File: config.mk
export PLATFORM = sky130hd
export DESIGN_NAME = tlv_message_deframer_unit
export DESIGN_NICKNAME = d
export VERILOG_FILES = /design/src/hw/rtl/tlvd_pkg.sv /design/src/hw/rtl/tlvd_front.sv /design/src/hw/rtl/tlvd_queue.sv /design/src/hw/rtl/tlvd_back.sv /design/src/hw/rtl/tlv_message_deframer_unit.sv
export SDC_FILE = /design/constraint.sdc
export NUM_CORES = 1
export LEC_CHECK = 0
export CAP_MARGIN = 20
export CORE_ASPECT_RATIO = 0.7
export CORE_UTILIZATION = 45
export CTS_CLUSTER_DIAMETER = 30
export DETAILED_ROUTE_END_ITERATION = 10
export DONT_BUFFER_PORTS = 1
export PLACE_DENSITY = 0.57
export SETUP_SLACK_MARGIN = 0.02
export SLEW_MARGIN = 5
export SYNTH_ARGS = -nofsm -noshare
export SYNTH_HDL_FRONTEND = slang
export SYNTH_SLANG_ARGS = --single-unit
File: constraint.sdc
create_clock -name clk -period 15 [get_ports clk]
set_input_delay 2.25 -clock clk [delete_from_list [all_inputs] [get_ports clk]]
set_output_delay 2.25 -clock clk [all_outputs]
set_load 0.05 [all_outputs]
File: src/hw/rtl/tlvd_pkg.sv
// Shared types and constants for the TLV message deframer.
// No dependencies.
package tlvd_pkg;

	typedef enum logic [2:0] {
		KIND_MSG_HDR  = 3'd0,
		KIND_FLD_HDR  = 3'd1,
		KIND_PAYLOAD  = 3'd2,
		KIND_END      = 3'd3,
		KIND_TOO_MANY = 3'd4,
		KIND_TOO_LONG = 3'd5
	} kind_t;

	typedef enum logic [1:0] {
		PH_HEADER  = 2'd0,
		PH_FIELD   = 2'd1,
		PH_PAYLOAD = 2'd2
	} phase_t;

	// last byte position of the 4-byte message and field headers
	localparam logic [1:0] SUB_LAST = 2'd3;

	localparam int Q_DEPTH = 4;
	localparam int Q_AW    = 2;
	localparam int Q_CW    = 3;

	typedef struct packed {
		kind_t       kind;
		logic [7:0]  cmd;
		logic [3:0]  total;
		logic [2:0]  index;
		logic [15:0] tag;
		logic [9:0]  len;
		logic [7:0]  data;
		logic        last;
	} tlvd_event_t;

endpackage

File: src/hw/rtl/tlvd_front.sv
// Front end: parses received bytes and classifies each into at most one event.
// Depends on tlvd_pkg.
module tlvd_front import tlvd_pkg::*; #(
	parameter int MAX_FIELDS   = 8,
	parameter int CLIP_BYTES   = 640,
	parameter int BUFFER_BYTES = 1024
) (
	input  logic        clk,
	input  logic        arst_n,
	input  logic        acc,
	input  logic [7:0]  rx_byte,
	output logic        ev_valid,
	output tlvd_event_t ev
);

	localparam int CLIP_W = $clog2(CLIP_BYTES + 1);
	localparam int MB_W   = $clog2(BUFFER_BYTES + 1);

	phase_t              phase_q, phase_d;
	logic [1:0]          sub_q, sub_d;
	logic [MB_W-1:0]     mb_q, mb_d;
	logic [7:0]          cmd_q, count_q, index_q;
	logic [15:0]         tag_q, rem_q;
	logic [CLIP_W-1:0]   off_q, clip_q;

	logic                too_long, sub_last, too_many, rem_zero, dec_zero, shown, final_fld;
	logic [15:0]         rem_full, rem_dec, clip_cur_w, clip_new_w;
	logic [CLIP_W-1:0]   clip_new;

	always_comb begin
		too_long   = mb_q >= MB_W'(BUFFER_BYTES);
		sub_last   = sub_q == SUB_LAST;
		too_many   = count_q > 8'(MAX_FIELDS);
		rem_full   = {rem_q[15:8], rx_byte};
		rem_zero   = rem_full == 16'd0;
		clip_new   = (rem_full < 16'(CLIP_BYTES)) ? CLIP_W'(rem_full) : CLIP_W'(CLIP_BYTES);
		rem_dec    = rem_q - 16'd1;
		dec_zero   = rem_dec == 16'd0;
		shown      = off_q < clip_q;
		final_fld  = (9'(index_q) + 9'd1) >= 9'(count_q);
		clip_cur_w = 16'(clip_q);
		clip_new_w = 16'(clip_new);
	end

	// next state
	always_comb begin
		phase_d = phase_q;
		sub_d   = sub_q;
		mb_d    = mb_q;
		if (acc) begin
			if (too_long) begin
				phase_d = PH_HEADER;
				sub_d   = '0;
				mb_d    = '0;
			end else begin
				mb_d  = MB_W'(mb_q + 1'b1);
				sub_d = sub_q + 2'd1;
				unique case (phase_q)
					PH_HEADER: begin
						if (sub_last) begin
							if (!too_many && count_q != 8'd0)
								phase_d = PH_FIELD;
							else
								mb_d = '0;
						end
					end
					PH_FIELD: begin
						if (sub_last) begin
							if (!rem_zero) begin
								phase_d = PH_PAYLOAD;
							end else if (final_fld) begin
								phase_d = PH_HEADER;
								mb_d    = '0;
							end
						end
					end
					PH_PAYLOAD: begin
						sub_d = '0;
						if (dec_zero) begin
							if (final_fld) begin
								phase_d = PH_HEADER;
								mb_d    = '0;
							end else begin
								phase_d = PH_FIELD;
							end
						end
					end
					default: begin
						phase_d = PH_HEADER;
						sub_d   = '0;
						mb_d    = '0;
					end
				endcase
			end
		end
	end

	// event outputs
	always_comb begin
		ev_valid = 1'b0;
		ev.kind  = KIND_MSG_HDR;
		ev.cmd   = cmd_q;
		ev.total = count_q[3:0];
		ev.index = index_q[2:0];
		ev.tag   = tag_q;
		ev.len   = clip_cur_w[9:0];
		ev.data  = rx_byte;
		ev.last  = 1'b0;
		if (acc) begin
			if (too_long) begin
				ev_valid = 1'b1;
				ev.kind  = KIND_TOO_LONG;
				ev.last  = 1'b1;
			end else begin
				unique case (phase_q)
					PH_HEADER: begin
						if (sub_last) begin
							ev_valid = 1'b1;
							if (too_many) begin
								ev.kind = KIND_TOO_MANY;
								ev.last = 1'b1;
							end else begin
								ev.kind = KIND_MSG_HDR;
								ev.last = count_q == 8'd0;
							end
						end
					end
					PH_FIELD: begin
						if (sub_last) begin
							ev_valid = 1'b1;
							ev.kind  = KIND_FLD_HDR;
							ev.len   = clip_new_w[9:0];
							ev.last  = rem_zero && final_fld;
						end
					end
					PH_PAYLOAD: begin
						if (shown) begin
							ev_valid = 1'b1;
							ev.kind  = KIND_PAYLOAD;
							ev.last  = dec_zero && final_fld;
						end else if (dec_zero && final_fld) begin
							ev_valid = 1'b1;
							ev.kind  = KIND_END;
							ev.last  = 1'b1;
						end
					end
					default: ev_valid = 1'b0;
				endcase
			end
		end
	end

	always_ff @(posedge clk or negedge arst_n) begin
		if (!arst_n) begin
			phase_q <= PH_HEADER;
			sub_q   <= '0;
			mb_q    <= '0;
		end else begin
			phase_q <= phase_d;
			sub_q   <= sub_d;
			mb_q    <= mb_d;
		end
	end

	always_ff @(posedge clk or negedge arst_n) begin
		if (!arst_n) begin
			cmd_q   <= '0;
			count_q <= '0;
			index_q <= '0;
			tag_q   <= '0;
			rem_q   <= '0;
			off_q   <= '0;
			clip_q  <= '0;
		end else if (acc && !too_long) begin
			case (phase_q)
				PH_HEADER: begin
					if (sub_q == 2'd1) cmd_q <= rx_byte;
					if (sub_q == 2'd2) count_q <= rx_byte;
					if (sub_last && !too_many) begin
						index_q <= '0;
						tag_q   <= '0;
						clip_q  <= '0;
					end
				end
				PH_FIELD: begin
					case (sub_q)
						2'd0: tag_q <= {rx_byte, 8'h00};
						2'd1: tag_q[7:0] <= rx_byte;
						2'd2: rem_q <= {rx_byte, 8'h00};
						default: begin
							rem_q  <= rem_full;
							clip_q <= clip_new;
							off_q  <= '0;
							if (rem_zero && !final_fld) index_q <= index_q + 8'd1;
						end
					endcase
				end
				PH_PAYLOAD: begin
					if (shown) off_q <= off_q + 1'b1;
					rem_q <= rem_dec;
					if (dec_zero && !final_fld) index_q <= index_q + 8'd1;
				end
				default: ;
			endcase
		end
	end

endmodule

File: src/hw/rtl/tlvd_queue.sv
// Short event queue between the front parser and the back output stage.
// Depends on tlvd_pkg.
module tlvd_queue import tlvd_pkg::*; (
	input  logic        clk,
	input  logic        arst_n,
	input  logic        wr_en,
	input  tlvd_event_t wr_data,
	output logic        full,
	input  logic        rd_en,
	output logic        rd_valid,
	output tlvd_event_t rd_data
);

	tlvd_event_t         mem_q [Q_DEPTH];
	logic [Q_AW-1:0]     wp_q, rp_q;
	logic [Q_CW-1:0]     cnt_q;

	assign full     = cnt_q == Q_CW'(Q_DEPTH);
	assign rd_valid = cnt_q != '0;
	assign rd_data  = mem_q[rp_q];

	always_ff @(posedge clk) begin
		if (wr_en) mem_q[wp_q] <= wr_data;
	end

	always_ff @(posedge clk or negedge arst_n) begin
		if (!arst_n) begin
			wp_q  <= '0;
			rp_q  <= '0;
			cnt_q <= '0;
		end else begin
			if (wr_en) wp_q <= wp_q + 1'b1;
			if (rd_en) rp_q <= rp_q + 1'b1;
			cnt_q <= cnt_q + Q_CW'(wr_en) - Q_CW'(rd_en);
		end
	end

endmodule

File: src/hw/rtl/tlvd_back.sv
// Back end: takes events from the queue, clears fields by kind, holds the result.
// Depends on tlvd_pkg.
module tlvd_back import tlvd_pkg::*; (
	input  logic        clk,
	input  logic        arst_n,
	input  logic        q_valid,
	input  tlvd_event_t q_data,
	output logic        q_pop,
	input  logic        pop,
	output logic        empty,
	output logic [2:0]  kind,
	output logic [7:0]  cmd_tag,
	output logic [3:0]  field_total,
	output logic [2:0]  field_index,
	output logic [15:0] field_tag,
	output logic [9:0]  field_length,
	output logic [7:0]  data_byte,
	output logic        last
);

	logic        valid_q;
	tlvd_event_t res_q, fmt;

	assign q_pop = q_valid && (!valid_q || pop);

	always_comb begin
		fmt = q_data;
		case (q_data.kind) inside
			KIND_FLD_HDR, KIND_PAYLOAD, KIND_END: ;
			default: begin
				fmt.index = '0;
				fmt.tag   = '0;
				fmt.len   = '0;
			end
		endcase
		if (q_data.kind != KIND_PAYLOAD) fmt.data = '0;
	end

	always_ff @(posedge clk or negedge arst_n) begin
		if (!arst_n) valid_q <= 1'b0;
		else if (q_pop) valid_q <= 1'b1;
		else if (pop) valid_q <= 1'b0;
	end

	always_ff @(posedge clk) begin
		if (q_pop) res_q <= fmt;
	end

	assign empty        = !valid_q;
	assign kind         = res_q.kind;
	assign cmd_tag      = res_q.cmd;
	assign field_total  = res_q.total;
	assign field_index  = res_q.index;
	assign field_tag    = res_q.tag;
	assign field_length = res_q.len;
	assign data_byte    = res_q.data;
	assign last         = res_q.last;

endmodule

File: src/hw/rtl/tlv_message_deframer_unit.sv
// Results pass through a 4-entry event queue and then the output register to the ports.
// Throughput: one byte per clock while full is low; the parser handles every byte in
// the cycle it arrives, and the queue plus the output register absorb output stalls.
// full rises only when the event queue holds four untaken events.
// Reset (arst_n low) returns the parser to header search and empties the queue.
module tlv_message_deframer_unit import tlvd_pkg::*; #(
	parameter int MAX_FIELDS   = 8,
	parameter int CLIP_BYTES   = 640,
	parameter int BUFFER_BYTES = 1024
) (
	input  logic        clk,
	input  logic        arst_n,
	input  logic        push,
	output logic        full,
	input  logic [7:0]  rx_byte,
	output logic        empty,
	input  logic        pop,
	output logic [2:0]  kind,
	output logic [7:0]  cmd_tag,
	output logic [3:0]  field_total,
	output logic [2:0]  field_index,
	output logic [15:0] field_tag,
	output logic [9:0]  field_length,
	output logic [7:0]  data_byte,
	output logic        last
);

	logic        acc, ev_valid, q_valid, q_pop;
	tlvd_event_t ev, q_data;

	assign acc = push && !full;

	tlvd_front #(
		.MAX_FIELDS  (MAX_FIELDS),
		.CLIP_BYTES  (CLIP_BYTES),
		.BUFFER_BYTES(BUFFER_BYTES)
	) u_front (
		.clk     (clk),
		.arst_n  (arst_n),
		.acc     (acc),
		.rx_byte (rx_byte),
		.ev_valid(ev_valid),
		.ev      (ev)
	);

	tlvd_queue u_queue (
		.clk     (clk),
		.arst_n  (arst_n),
		.wr_en   (ev_valid),
		.wr_data (ev),
		.full    (full),
		.rd_en   (q_pop),
		.rd_valid(q_valid),
		.rd_data (q_data)
	);

	tlvd_back u_back (
		.clk         (clk),
		.arst_n      (arst_n),
		.q_valid     (q_valid),
		.q_data      (q_data),
		.q_pop       (q_pop),
		.pop         (pop),
		.empty       (empty),
		.kind        (kind),
		.cmd_tag     (cmd_tag),
		.field_total (field_total),
		.field_index (field_index),
		.field_tag   (field_tag),
		.field_length(field_length),
		.data_byte   (data_byte),
		.last        (last)
	);

endmodule

==> metrics.csv <==
stage,metric,value,unit
pwr,p_leak,0.00667,uW
cts,cts_buffers,66,
sta,grt_setup_unrepaired,false,
pwr,power_density,230,nW/um^2
final_layout,area_growth,17.6,%
setup_path,crit_fanout,22,
sta,min_period_over_period,30.0,%
global_routing,grt_max_degree,100,
cts,clk_latency,0.58,ns
final_layout,post-route-util,54.1,%
global_routing,grt_pass1_wl,51600,um
detailed_routing,drtIter0Drc,683,
synthesis,synth_area,15500,um^2
detailed_routing,routed_wl,33300,um
die,fp.dieH,157,um
synthesis,syn_nets,1099,
placement,dp_slack,9.98,ns
synthesis,synth_area_per_cell,14.8,um^2
detailed_routing,drc,0,
setup_path,critPathMaxStageDelay,0.74,ns
placement,place.gp.congestion,0.859,
cts,post_cts_buffers,0,
detailed_routing,firstDrtPassIters,5,
hold_path,worst_hold_path_type,register to register,
global_routing,grt_pass1_vias,8716,
sta,fin_tns_setup,0,ns
synthesis,synth-main-ff-cell,edfxtp_1,
cts,clk_pin_slew_worst_paths,0.04,ns
final_layout,drive_gt1_share,18.7,%
placement,portBuffers,0,
job,maxCapViolations,0,
cts,cts_root_buffer,clkbuf_16,
detailed_routing,post_drt_wl_per_cell,20.8,um
detailed_routing,vias_per_cell,5.52,
sta,holdWs,0.492,ns
final_layout,layout_commonest_cell,edfxtp_1,
detailed_routing,ant_nets,0,
pwr,finalPower,4200,uW
setup_path,arrival,4.96,ns
cts,cts_sinks,364,
cts,cts_resized,0,
synthesis,netlist_instances,1049,
final_layout,nNetsFinal,1130,
die,ioPinCount,67,
sta,setup_viol,0,
setup_path,timing.rr.start,u_front.index_q[2],
synthesis,async_flop_share,27.2,%
synthesis,ys_ff_latch,364,
sta,worstMarginPinSlew,1.12,ns
sta,setup_ws,10.50,ns
die,initial_core_util,46.0,%
die,fp.dieW,224,um
sta,fin_crit,4.50,ns
synthesis,ys_seq_area_share,67.3,%
placement,hpwlAfterDp,19600,um
cts,cts_htree_levels,3,
sta,skew,0.0391,ns
run_status,outcome,"complete, no violations",
hold_path,hp-start,u_front.mb_q[8],
sta,finalHoldViolCount,0,
pwr,ir_drop,0.0000967,V
global_routing,antenna_found_initial,0,
synthesis,synth.distinct_cells,73,
die,rows,56,
die,die_area,35200,um^2
setup_path,path_class,input port to register,
setup_path,startpoint_type,input port,
setup_path,crit_path_start,push,
final_layout,layout_common_cells,"edfxtp_1 (265), dfrtp_1 (97), nand2_1 (88), clkbuf_16 (67), mux4_2 (53)",
setup_path,crit_slowest_cell,nor2_1,
final_layout,diodes,0,
sta,finalMaxSlewViolations,0,
global_routing,grt-ovfl-total,0,
setup_path,crit_chain,"nand2b_1, nor2_1, nand3_1, nor2_1, nor2_1, a41o_1",
global_routing,track_usage,19.7,%
synthesis,yosys_warnings,0,
sta,relSlewSlack,25.5,%
sta,clock.fmax,222,MHz
synthesis,synth_edf_count,265,
die,core_area,33700,um^2
cts,hold_buffers,0,
detailed_routing,vias,8819,
cts,cts_tree,done,
setup_path,path_common_cell,nor2_1,
setup_path,cp_data_required_time,15.46,ns
setup_path,cp-end-kind,register,
cts,cts_max_path_buffers,3,
==> synthesized netlist by cell type (5+ instances only) <==
| cell type | number | share of area (%) |
|---|---|---|
| dfrtp_1 | 99 | 16 |
| ha_1 | 37 | 3.0 |
| a21oi_1 | 34 | 1.1 |
| nor2_1 | 47 | 1.1 |
| buf_1 | 7 | 0.17 |
| xnor2_1 | 18 | 1.0 |
| o21ai_1 | 30 | 0.97 |
| a211oi_1 | 8 | 0.39 |
| nand2b_1 | 5 | 0.20 |
| nor4_1 | 9 | 0.36 |
| nor2b_1 | 30 | 1.2 |
| nor3_1 | 9 | 0.29 |
| nand2_1 | 88 | 2.1 |
| and3_1 | 18 | 0.73 |
| a22o_1 | 11 | 0.62 |
| edfxtp_1 | 265 | 51 |
| nand3_1 | 21 | 0.68 |
| a31oi_1 | 10 | 0.40 |
| a22oi_1 | 5 | 0.24 |
| o22ai_1 | 5 | 0.20 |
| mux4_2 | 53 | 7.7 |
| a32oi_1 | 5 | 0.28 |
| inv_1 | 50 | 1.2 |
| clkbuf_1 | 34 | 0.82 |
| o21ai_0 | 31 | 1.0 |
| and2_1 | 9 | 0.36 |
| buf_2 | 5 | 0.16 |
| mux2i_1 | 8 | 0.52 |
| nand4_1 | 9 | 0.36 |
| or3_1 | 7 | 0.28 |
| mux2_2 | 16 | 1.2 |
==> cells by family after synthesis <==
logic type,synth area share (%)
xor gates and xnor gates,1.35
muxes,9.44
and+or+nand+nor,8.61
AOI/OAI and AO/OA,7.67
DFF,67.3
adders and majority gates,3.11
buffers and inverters,2.56
==> metrics by stage <==
| step | area (um^2) | instances |
|---|---|---|
| 6_report | 18200 | 1598 |
| 5_1_grt | 18200 | 1598 |
| 4_1_cts | 18200 | 1598 |
| 3_5_place_dp | 16000 | 1476 |
| 3_3_place_gp | 16000 | 1476 |
| 2_1_floorplan | 15500 | 1049 |
==> worst paths after layout <==
check,end,slack (ns),cells after the start
worst min-delay path,u_front.mb_q[8],0.49,1
max in group asynchronous,u_queue.rp_q[1],13.46,0
worst min register to register,u_front.mb_q[8],0.49,1
worst max register to register,u_front.index_q[6],10.62,12
worst max-delay path,u_front.off_q[9],10.50,6
min in group asynchronous,u_front.index_q[3],1.37,0
==> power breakdown <==
group | total [uW] | internal, uW | switching [uW]
clock network | 1470 | 957 | 509
registers | 1810 | 1390 | 417
logic | 929 | 375 | 554
==> layer usage <==
layer,wire [um],GRT usage (%),vias up
li1,-,-,4063
met1,15700,28.7,4392
met2,14500,28.5,305
met3,2440,5.36,59
met4,606,6.46,0
met5,0,0,-
==> flip-flops by register name (all words and copies together), names as in the netlist, 3 cells and up <==
name                 cells
u_back.cmd_tag           8
u_back.data_byte         8
u_back.field_index       3
u_back.field_length     10
u_back.field_tag        16
u_back.field_total       4
u_back.kind              3
u_front.clip_q          10
u_front.cmd_q            8
u_front.count_q          8
u_front.index_q          8
u_front.mb_q            11
u_front.off_q           10
u_front.rem_q           16
u_front.tag_q           16
u_queue.cnt_q            3
u_queue.mem_q          212
==> final cells by class <==
cell class	count	area, um^2
clock buffers	82	1780
repair buffers	11	82.6
flip-flops and latches	364	10400
clock inverters	40	455
well taps	464	581
multi-input cells	585	4710
inverters	52	195
fillers	2692	15500
==> worst max-delay path: cells and delay by family <==
kind             cells  cell delay (ns)
AO/OA/AOI/OAI        1             0.26
AND/OR/NAND/NOR      5             2.45
(Power assumes the default switching activity.)
